===== src/rtl/tcce_pkg.sv =====
// Shared types, constants and codes for the text console cursor engine.
package tcce_pkg;

    localparam int COORD_BITS = 12;
    localparam int POS_BITS   = 12;
    localparam int CMP_W      = ((COORD_BITS > POS_BITS) ? COORD_BITS : POS_BITS) + 2;
    localparam int TAB_SHIFT  = 5;

    localparam logic [CMP_W-1:0] HOME_X   = CMP_W'(10);
    localparam logic [CMP_W-1:0] HOME_Y   = CMP_W'(10);
    localparam logic [CMP_W-1:0] BS_LIMIT = CMP_W'(26);
    localparam logic [CMP_W-1:0] CELL_W   = CMP_W'(8);
    localparam logic [CMP_W-1:0] TAB_STEP = CMP_W'(1) << TAB_SHIFT;

    localparam logic [COORD_BITS-1:0] RESET_X = COORD_BITS'(10);
    localparam logic [COORD_BITS-1:0] RESET_Y = COORD_BITS'(50);

    localparam logic [11:0] RESET_SCREEN_WIDTH  = 12'd640;
    localparam logic [11:0] RESET_SCREEN_HEIGHT = 12'd480;
    localparam logic [5:0]  RESET_CHAR_HEIGHT   = 6'd16;
    localparam logic [23:0] RESET_FG_COLOR      = 24'hFFFFFF;
    localparam logic [23:0] ERASE_COLOR         = 24'h000000;
    localparam logic [7:0]  ERASE_GLYPH         = 8'h00;

    localparam logic [7:0] CH_BACKSPACE = 8'd8;
    localparam logic [7:0] CH_TAB       = 8'd9;
    localparam logic [7:0] CH_NEWLINE   = 8'd10;

    typedef enum logic {
        CMD_PUT_CHAR   = 1'b0,
        CMD_SET_CURSOR = 1'b1
    } cmd_t;

    typedef enum logic {
        DRAW_GLYPH = 1'b0,
        DRAW_ERASE = 1'b1
    } draw_kind_t;

    typedef enum logic [1:0] {
        REG_SCREEN_WIDTH  = 2'd0,
        REG_SCREEN_HEIGHT = 2'd1,
        REG_CHAR_HEIGHT   = 2'd2,
        REG_FG_COLOR      = 2'd3
    } reg_idx_t;

    typedef struct packed {
        logic [11:0] screen_width;
        logic [11:0] screen_height;
        logic [5:0]  char_height;
        logic [23:0] fg_color;
    } cfg_t;

    typedef struct packed {
        cmd_t        cmd;
        logic [7:0]  char_code;
        logic [11:0] new_x;
        logic [11:0] new_y;
    } item_t;

    typedef struct packed {
        draw_kind_t  draw_kind;
        logic [11:0] pos_x;
        logic [11:0] pos_y;
        logic [7:0]  glyph_code;
        logic [23:0] pixel_color;
    } result_t;

endpackage


===== src/rtl/tcce_cfg.sv =====
// APB register file holding the console geometry and text color.
module tcce_cfg (
    input  logic                 aclk,
    input  logic                 aresetn,
    input  logic                 psel,
    input  logic                 penable,
    input  logic                 pwrite,
    input  logic [3:0]           paddr,
    input  logic [31:0]          pwdata,
    output logic [31:0]          prdata,
    output logic                 pready,
    output tcce_pkg::cfg_t       cfg
);
    import tcce_pkg::*;

    cfg_t     cfg_reg;
    cfg_t     cfg_next;
    reg_idx_t idx;
    logic     wr_en;

    assign pready = 1'b1;
    assign idx    = reg_idx_t'(paddr[3:2]);
    assign wr_en  = psel && penable && pwrite && pready;
    assign cfg    = cfg_reg;

    always_comb begin
        cfg_next = cfg_reg;
        if (wr_en) begin
            unique case (idx)
                REG_SCREEN_WIDTH:  cfg_next.screen_width  = pwdata[11:0];
                REG_SCREEN_HEIGHT: cfg_next.screen_height = pwdata[11:0];
                REG_CHAR_HEIGHT:   cfg_next.char_height   = pwdata[5:0];
                REG_FG_COLOR:      cfg_next.fg_color      = pwdata[23:0];
            endcase
        end
    end

    always_comb begin
        unique case (idx)
            REG_SCREEN_WIDTH:  prdata = {20'd0, cfg_reg.screen_width};
            REG_SCREEN_HEIGHT: prdata = {20'd0, cfg_reg.screen_height};
            REG_CHAR_HEIGHT:   prdata = {26'd0, cfg_reg.char_height};
            REG_FG_COLOR:      prdata = {8'd0, cfg_reg.fg_color};
        endcase
    end

    always_ff @(posedge aclk) begin
        if (!aresetn) begin
            cfg_reg.screen_width  <= RESET_SCREEN_WIDTH;
            cfg_reg.screen_height <= RESET_SCREEN_HEIGHT;
            cfg_reg.char_height   <= RESET_CHAR_HEIGHT;
            cfg_reg.fg_color      <= RESET_FG_COLOR;
        end else begin
            cfg_reg <= cfg_next;
        end
    end

endmodule


===== src/rtl/tcce_step.sv =====
// Cursor registers and the per-character update and draw command logic.
module tcce_step (
    input  logic              aclk,
    input  logic              aresetn,
    input  tcce_pkg::cfg_t    cfg,
    input  tcce_pkg::item_t   item,
    input  logic              advance,
    output tcce_pkg::result_t res,
    output logic              res_valid
);
    import tcce_pkg::*;

    logic [COORD_BITS-1:0] cur_x_reg, cur_x_next;
    logic [COORD_BITS-1:0] cur_y_reg, cur_y_next;

    logic [CMP_W-1:0] x_ext, y_ext, ch_ext;
    logic [CMP_W-1:0] x_edge, y_edge;
    logic [CMP_W-1:0] line_y, wrap_y, glyph_x, tab_x, bs_x;

    always_comb begin
        x_ext  = CMP_W'(cur_x_reg);
        y_ext  = CMP_W'(cur_y_reg);
        ch_ext = CMP_W'(cfg.char_height);

        // Edges saturate at zero on tiny screens, forcing the wrap.
        x_edge = (CMP_W'(cfg.screen_width) > CELL_W) ?
                 CMP_W'(cfg.screen_width) - CELL_W : '0;
        y_edge = (CMP_W'(cfg.screen_height) > ch_ext) ?
                 CMP_W'(cfg.screen_height) - ch_ext : '0;

        line_y  = y_ext + ch_ext;
        wrap_y  = (line_y >= y_edge) ? HOME_Y : line_y;
        glyph_x = x_ext + CELL_W;
        tab_x   = ((x_ext >> TAB_SHIFT) << TAB_SHIFT) + TAB_STEP;
        bs_x    = x_ext - CELL_W;
    end

    always_comb begin
        cur_x_next      = cur_x_reg;
        cur_y_next      = cur_y_reg;
        res_valid       = 1'b0;
        res.draw_kind   = DRAW_GLYPH;
        res.pos_x       = POS_BITS'(cur_x_reg);
        res.pos_y       = POS_BITS'(cur_y_reg);
        res.glyph_code  = item.char_code;
        res.pixel_color = cfg.fg_color;

        if (item.cmd == CMD_SET_CURSOR) begin
            cur_x_next = COORD_BITS'(item.new_x);
            cur_y_next = COORD_BITS'(item.new_y);
        end else begin
            case (item.char_code)
                CH_BACKSPACE: begin
                    if (x_ext > BS_LIMIT) begin
                        cur_x_next      = COORD_BITS'(bs_x);
                        res_valid       = 1'b1;
                        res.draw_kind   = DRAW_ERASE;
                        res.pos_x       = POS_BITS'(bs_x);
                        res.glyph_code  = ERASE_GLYPH;
                        res.pixel_color = ERASE_COLOR;
                    end
                end
                CH_NEWLINE: begin
                    cur_x_next = COORD_BITS'(HOME_X);
                    cur_y_next = COORD_BITS'(wrap_y);
                end
                CH_TAB: begin
                    // Past the right edge: new line without the bottom wrap.
                    if (tab_x >= x_edge) begin
                        cur_x_next = COORD_BITS'(HOME_X);
                        cur_y_next = COORD_BITS'(line_y);
                    end else begin
                        cur_x_next = COORD_BITS'(tab_x);
                    end
                end
                default: begin
                    res_valid = 1'b1;
                    if (glyph_x >= x_edge) begin
                        cur_x_next = COORD_BITS'(HOME_X);
                        cur_y_next = COORD_BITS'(wrap_y);
                    end else begin
                        cur_x_next = COORD_BITS'(glyph_x);
                    end
                end
            endcase
        end
    end

    always_ff @(posedge aclk) begin
        if (!aresetn) begin
            cur_x_reg <= RESET_X;
            cur_y_reg <= RESET_Y;
        end else if (advance) begin
            cur_x_reg <= cur_x_next;
            cur_y_reg <= cur_y_next;
        end
    end

endmodule


===== src/rtl/text_console_cursor_engine_top.sv =====
// Top level of the text console cursor engine: stream ports, APB port, pipeline registers.
//
// Usage:
//   s_ channel carries one character or set-cursor command per transaction.
//   s_tuser[0] is the command (0 put character, 1 set cursor). s_tdata holds
//   the character code and the new cursor coordinates.
//   m_ channel carries draw commands: an erase cell for a backspace that
//   moves the cursor and a glyph cell for any other character code. Newline,
//   tab, a blocked backspace and set cursor produce no transaction.
//   The accepting edge loads the input register; the result register, which
//   drives m_, loads when the item advances.
//   Throughput: one transaction per cycle while m_ does not stall; the cursor
//   update is a short combinational compare-and-add between the two registers.
//   Stall: when m_tready is low and the result register is full, an item that
//   draws waits in the input register and s_tready falls; items that draw
//   nothing still pass. No transaction is lost or repeated.
//   Reset: aresetn (synchronous, active low) empties both registers, puts the
//   cursor at (10, 50) and loads 640x480, char height 16, white text.
//   APB registers: 0x0 width, 0x4 height, 0x8 char height, 0xC text color;
//   write them only while the block is idle.
module text_console_cursor_engine_top (
    input  logic        aclk,
    input  logic        aresetn,
    // APB configuration port
    input  logic        psel,
    input  logic        penable,
    input  logic        pwrite,
    input  logic [3:0]  paddr,
    input  logic [31:0] pwdata,
    output logic [31:0] prdata,
    output logic        pready,
    // Input stream
    input  logic        s_tvalid,
    output logic        s_tready,
    input  logic [31:0] s_tdata,   // [7:0] char_code, [19:8] new_x, [31:20] new_y
    input  logic [0:0]  s_tuser,   // [0] cmd
    // Draw command stream
    output logic        m_tvalid,
    input  logic        m_tready,
    output logic [55:0] m_tdata,   // [11:0] pos_x, [23:12] pos_y, [31:24] glyph_code,
                                   // [55:32] pixel_color
    output logic [0:0]  m_tuser    // [0] draw_kind
);
    import tcce_pkg::*;

    cfg_t    cfg;
    item_t   in_item_reg, in_item_next;
    logic    in_valid_reg, in_valid_next;
    result_t out_res_reg, out_res_next;
    logic    out_valid_reg, out_valid_next;
    result_t res;
    logic    res_valid;
    logic    advance;
    logic    s_accept;

    tcce_cfg u_cfg (
        .aclk    (aclk),
        .aresetn (aresetn),
        .psel    (psel),
        .penable (penable),
        .pwrite  (pwrite),
        .paddr   (paddr),
        .pwdata  (pwdata),
        .prdata  (prdata),
        .pready  (pready),
        .cfg     (cfg)
    );

    tcce_step u_step (
        .aclk      (aclk),
        .aresetn   (aresetn),
        .cfg       (cfg),
        .item      (in_item_reg),
        .advance   (advance),
        .res       (res),
        .res_valid (res_valid)
    );

    // Advance the held item unless it draws and the result register is stuck.
    assign advance  = in_valid_reg && (!res_valid || !out_valid_reg || m_tready);
    assign s_tready = !in_valid_reg || advance;
    assign s_accept = s_tvalid && s_tready;

    always_comb begin
        in_valid_next = in_valid_reg;
        in_item_next  = in_item_reg;
        if (s_accept) begin
            in_valid_next          = 1'b1;
            in_item_next.cmd       = cmd_t'(s_tuser[0]);
            in_item_next.char_code = s_tdata[7:0];
            in_item_next.new_x     = s_tdata[19:8];
            in_item_next.new_y     = s_tdata[31:20];
        end else if (advance) begin
            in_valid_next = 1'b0;
        end
    end

    always_comb begin
        out_valid_next = out_valid_reg;
        out_res_next   = out_res_reg;
        if (advance && res_valid) begin
            out_valid_next = 1'b1;
            out_res_next   = res;
        end else if (m_tready) begin
            // Drop the result once the receiver has taken it.
            out_valid_next = 1'b0;
        end
    end

    always_ff @(posedge aclk) begin
        if (!aresetn) begin
            in_valid_reg  <= 1'b0;
            out_valid_reg <= 1'b0;
        end else begin
            in_valid_reg  <= in_valid_next;
            out_valid_reg <= out_valid_next;
        end
    end

    always_ff @(posedge aclk) begin
        in_item_reg <= in_item_next;
        out_res_reg <= out_res_next;
    end

    assign m_tvalid = out_valid_reg;
    assign m_tuser  = out_res_reg.draw_kind;
    assign m_tdata  = {out_res_reg.pixel_color, out_res_reg.glyph_code,
                       out_res_reg.pos_y, out_res_reg.pos_x};

endmodule


===== config.mk =====
export PLATFORM = sky130hd
export DESIGN_NAME = text_console_cursor_engine_top
export DESIGN_NICKNAME = d
export VERILOG_FILES = /design/src/rtl/tcce_pkg.sv /design/src/rtl/tcce_cfg.sv /design/src/rtl/tcce_step.sv /design/src/rtl/text_console_cursor_engine_top.sv
export SDC_FILE = /design/constraint.sdc
export NUM_CORES = 1
export LEC_CHECK = 0
export BUFFER_PORTS_ARGS = -buffer_cell sky130_fd_sc_hd__buf_2
export CORE_ASPECT_RATIO = 1.5
export CORE_MARGIN = 8
export CORE_UTILIZATION = 60
export DETAILED_ROUTE_END_ITERATION = 10
export HOLD_SLACK_MARGIN = 0.06
export PLACE_DENSITY = 0.85
export SLEW_MARGIN = 20
export SYNTH_ARGS = -nofsm -noshare
export SYNTH_HDL_FRONTEND = slang
export SYNTH_SLANG_ARGS = --single-unit

===== constraint.sdc =====
create_clock -name aclk -period 6.8 [get_ports aclk]
set_input_delay 2.04 -clock aclk [delete_from_list [all_inputs] [get_ports aclk]]
set_output_delay 2.04 -clock aclk [all_outputs]
set_load 0.01 [all_outputs]

==> results of run 1 <==
-- power breakdown --
group / switching, mW / internal [mW]
Sequential: 0.0283 / 1.11
Clock: 0.431 / 0.574
Combinational: 0.144 / 0.0990
Total: 0.603 / 1.79
-- routing by layer --
layer / GRT usage (%) / vias up / wire [microns]
li1: - / 3451 / -
met1: 25.4 / 3389 / 7980
met2: 44.9 / 282 / 12200
met3: 3.60 / 75 / 1180
met4: 12.5 / 0 / 975
met5: 0 / - / 0
-- metrics by stage --
step	power, mW	util [%]
floorplan	1.32	-
global route	2.47	71.0
detailed placement	1.40	66.8
CTS	2.39	71.0
finish	2.39	71.0
global placement	1.40	66.8
-- worst max-delay path, cell delays in order --
cell and delay [ns]:
buf_2 0.54, mux4_2 0.61, buf_2 0.16
-- logic make-up (layout without fill, tap and decap cells) --
logic type                 after synthesis  in the layout  synth area share (%)
muxes                                   26             26                  3.78
DFF                                    170            170                  48.3
xor gates and xnor gates                45             45                  4.42
and+or+nand+nor                        375            375                  19.9
buffers and inverters                   90            215                  4.29
other                                    2              9                0.0842
adders and majority gates               50             50                  7.19
AOI/OAI and AO/OA                      151            151                  12.1
-- path summary, 6_finish.rpt --
kind / slack (ns) / end / from / depth (start not counted)
hold / removal: 0.46 / m_tdata[31] / in_item_reg[31] / 0
setup / recovery: 1.40 / prdata[5] / paddr[2] / 3
hold reg to reg: 0.46 / m_tdata[31] / in_item_reg[31] / 0
setup reg to reg: 2.17 / u_step.cur_y_reg[8] / u_cfg.cfg[45] / 13
-- cell type report --
class,count,area share [%]
clock inverters,13,1.46
inverters,27,0.983
well taps,196,2.38
repair buffers,156,7.76
multi-input cells,656,41.3
flip-flops and latches,170,41.7
clock buffers,19,4.40
-- synthesized netlist by cell type (3+ instances only) --
| cell | count |
|---|---|
| nand3_1 | 52 |
| nor3_1 | 15 |
| nor2_1 | 46 |
| a21oi_1 | 20 |
| a211oi_1 | 5 |
| and3_1 | 16 |
| mux4_2 | 6 |
| or2_2 | 3 |
| buf_4 | 10 |
| dfxtp_1 | 80 |
| clkbuf_1 | 49 |
| nand2b_1 | 6 |
| a31oi_1 | 3 |
| and2_1 | 29 |
| o21ai_0 | 31 |
| edfxtp_1 | 90 |
| or3_1 | 5 |
| ha_1 | 48 |
| a21boi_0 | 19 |
| o221ai_1 | 3 |
| o31ai_1 | 10 |
| o2bb2ai_1 | 6 |
| nor4_1 | 3 |
| nand4_1 | 6 |
| xnor2_1 | 25 |
| o2111ai_1 | 3 |
| mux2i_1 | 19 |
| buf_1 | 3 |
| o211ai_1 | 4 |
| nand2_1 | 168 |
| inv_1 | 26 |
| o21a_1 | 9 |
| nor2b_1 | 15 |
| xor2_1 | 20 |
| a221oi_1 | 6 |
| a21o_1 | 4 |
==> reports/metrics.yaml, run 1 <==
htree_num_levels: 4
clk_pin_slew_ns: 0.07
finalCritPeriodShare_pct: 79.5
finalMaxSlewViolations: 0
ys_seq_area_share_pct: 48.3
die_area_sq_um: 19100
dp_hpwl_mm: 16.1
clock_path_buffers: 2
portBuffers: 148
root_buffer: "clkbuf_16"
cts_buffers: 17
dp_cells: 1205
multiInputGateArea_sq_um: 4260
syn_avg_cell_area_sq_um: 9.81
p_per_area_nw_per_um2: 232
setup_viol: 0
nFillCells: 1097
final_common_cell: "nand2_1"
min_path_type: "flip-flop to flip-flop"
grt_pass1_vias: 7208
largest_reg_flops: 56
fin_area_sq_um: 10300
drt-total-wl_mm: 22.3
nNetsFinal: 1154
worstPathRequired_ns: 4.76
slew_headroom_pct: 32.8
placed_area_sq_um: 9710
diodes: 0
dp_slack_ns: 1.41
track_usage_pct: 24.1
maxCapViolCount: 0
syn-instance-count: 909
crit_path_max_fanout: 31
grt_pass1_wl_mm: 35.9
post_drt_wl_per_cell_microns: 18.1
die_x_microns: 116
cp-start-kind: "input port"
fmax_mhz: 185
fin_cells: 1237
drt.antenna.violating_nets: 0
rsz0062_at_grt: "no"
overflow: 0
min_period_ns: 5.40
report.final.hold_viol_count: 0
drtPass1Iterations: 6
vias: 7197
cts-resized-gates: 0
ys_seq_elements: 170
drt_iter0_drc: 550
drc: 0
netlist-cell-type-count: 71
clock_latency_ns: 0.43
ys.flop_type: "edfxtp_1"
layout_setup_ws_ns: 1.40
max_slew.worst_pin.slew_ns: 1.01
final_cell_mix: "168 x nand2_1, 148 x buf_2, 90 x edfxtp_1"
gp_congestion: 0.899
ys_async_sr_fraction_pct: 0
synth_area_sq_um: 8910
regArea_sq_um: 4300
synth_top_cell_area_share_pct: 30.3
start_util_pct: 61.4
whs_ns: 0.460
synth-edff-count: 90
antenna_found_initial: 0
cts.sink_count: 170
cts_hold_buf: 0
outcome: "finished, final reports clean"
area_growth_pct: 15.7
p_leak_nw: 4.29
skew_ns: 0.0116
fin_tns_setup_ns: 0
cp-end-kind: "output pin"
synth_top_area_cell: "edfxtp_1"
worstSetupPathType: "input port to output pin"
grt_max_degree: 83
io_pins: 168
die_height_microns: 165
via_per_inst: 5.82
cts_setup_buffers: 0
fp.coreArea_sq_um: 14500
yosysWarnings: 0
num_rows: 54
synth_area_leaders: "edfxtp_1 30%, dfxtp_1 18%, nand2_1 7.1%, ha_1 6.7%, nand3_1 2.9%"
cts_tree: "built"
drive_gt1_share_pct: 19.9
ir_worst_vdd_v: 0.000193
crit_arrival_ns: 3.36
No activity file was read; power rests on OpenSTA's default activity.
==> run 2: changes to the inputs <==
Settings changed: CORE_UTILIZATION 60 to 56, PLACE_DENSITY 0.85 to 0.8.
Clock period 6.8 ns to 5.36 ns, I/O delays scaled along.
==> run 2 against run 1 <==
  * Setup slack got worse by 0.60 ns
  * Sequential share of layout area decreased by 0.22 points
  * Clock skew decreased by 0.0021 ns
  * Non-clock buffer count increased by 1
  * Die area increased by 6.3%
  * Power increased by 28%
  * Register-to-register slack got worse by 1.3 ns
  * Clock power increased by 31%
  * Highest routed layer unchanged
==> reports/metrics.yaml, run 2 (synthesized netlist as in run 1, its figures left out) <==
p_per_area_nw_per_um2: 296  # +28%
die_area_sq_um: 20300  # +6.3%
cp-start-kind: "input port"
start_util_pct: 57.1  # -4.3 points
root_buffer: "clkbuf_16"
via_per_inst: 5.67  # -2.5%
skew_ns: 0.00945  # -0.00213 ns
cts_tree: "built"
cp-end-kind: "output pin"
max_slew.worst_pin.slew_ns: 0.977  # -0.0310 ns
report.final.hold_viol_count: 0  # unchanged
track_usage_pct: 21.8  # -2.3 points
finalMaxSlewViolations: 0  # unchanged
min_period_ns: 4.56
drc: 0  # unchanged
grt_max_degree: 43  # -48%
vias: 7071  # -1.8%
p_leak_nw: 4.30  # +0.16%
crit_arrival_ns: 2.95  # -0.41 ns
final_common_cell: "nand2_1"
clk_pin_slew_ns: 0.07  # about the same
drtPass1Iterations: 6  # unchanged
cts_setup_buffers: 0  # unchanged
grt_pass1_wl_mm: 35.1  # -2.3%
largest_reg_flops: 56  # unchanged
finalCritPeriodShare_pct: 85.1
nNetsFinal: 1155  # +0.087%
clock_path_buffers: 2  # unchanged
area_growth_pct: 16.3
crit_path_max_fanout: 31  # unchanged
worstSetupPathType: "input port to output pin"
drt.antenna.violating_nets: 0  # unchanged
outcome: "finished, final reports clean"
final_cell_mix: "168 x nand2_1, 148 x buf_2, 90 x edfxtp_1"
drt-total-wl_mm: 22.1  # -1.1%
cts-resized-gates: 0  # unchanged
maxCapViolCount: 0  # unchanged
fp.coreArea_sq_um: 15600  # +7.6%
gp_congestion: 0.913  # +1.5%
clock_latency_ns: 0.43  # about the same
overflow: 0  # unchanged
cts_buffers: 17  # unchanged
post_drt_wl_per_cell_microns: 17.7  # -1.9%
drt_iter0_drc: 459  # -17%
slew_headroom_pct: 34.9  # +2.1 points
whs_ns: 0.463  # +0.00260 ns
antenna_found_initial: 2  # +2
num_rows: 56  # +3.7%
die_height_microns: 171  # +3.2%
io_pins: 168  # unchanged
rsz0062_at_grt: "no"
fmax_mhz: 219
die_x_microns: 119  # +3.0%
ir_worst_vdd_v: 0.000234  # +21%
placed_area_sq_um: 9730  # +0.22%
fin_area_sq_um: 10400  # +0.52%
min_path_type: "flip-flop to flip-flop"
fin_tns_setup_ns: 0  # unchanged
worstPathRequired_ns: 3.75  # -1.01 ns
setup_viol: 0  # unchanged
drive_gt1_share_pct: 20.2  # +0.27 points
portBuffers: 148  # unchanged
dp_hpwl_mm: 16.1  # +0.37%
power.total_mw: 3.07  # +28%
grt_pass1_vias: 7124  # -1.2%
cts_hold_buf: 0  # unchanged
cts.sink_count: 170  # unchanged
nFillCells: 1292  # +18%
htree_num_levels: 4  # unchanged
==> run 2: critical path: stages <==
cell	delay, ns
buf_2	0.54
mux4_2	0.62
buf_2	0.16
==> run 2: routing by layer <==
metal	global-route usage [%]	routed length (microns)	part of all wire, %
met1	21.8	7950	36
met2	40.9	12300	55
met3	3.93	912	4.1
met4	13.5	983	4.4
met5	0	0	0
==> run 2: per-stage QoR <==
step	cells	setup WS (ns)	utilization, %
6_report	1247	0.800	66.4
2_1_floorplan	916	0.797	-
4_1_cts	1245	0.798	66.3
5_1_grt	1247	0.397	66.4
3_3_place_gp	1213	0.803	62.3
3_5_place_dp	1213	0.796	62.3
==> run 2: where the power goes <==
part | switching, mW | internal, mW | total [mW] | leakage (nW)
logic | 0.178 | 0.126 | 0.304 | 2.54
registers | 0.0377 | 1.41 | 1.45 | 1.45
clock network | 0.519 | 0.794 | 1.31 | 0.303
total | 0.735 | 2.34 | 3.07 | 4.30
==> run 2: area by class of cell <==
cell class / count / area (sq um) / area share, %
Sequential cell: 170 / 4300 / 41.5
Multi-Input combinational cell: 656 / 4260 / 41.1
Timing Repair Buffer: 157 / 808 / 7.80
Clock buffer: 18 / 439 / 4.24
Tap cell: 203 / 254 / 2.45
Clock inverter: 14 / 193 / 1.86
Inverter: 27 / 101 / 0.978
Antenna cell: 2 / 5.00 / 0.0483
==> run 2: path summary, 6_finish.rpt <==
check	startpoint	end	slack, ns	depth (start not counted)
min	in_item_reg[31]	m_tdata[31]	0.46	0
max	paddr[2]	prdata[4]	0.80	3
min reg2reg	in_item_reg[31]	m_tdata[31]	0.46	0
max reg2reg	u_cfg.cfg[25]	u_step.cur_y_reg[8]	0.86	16
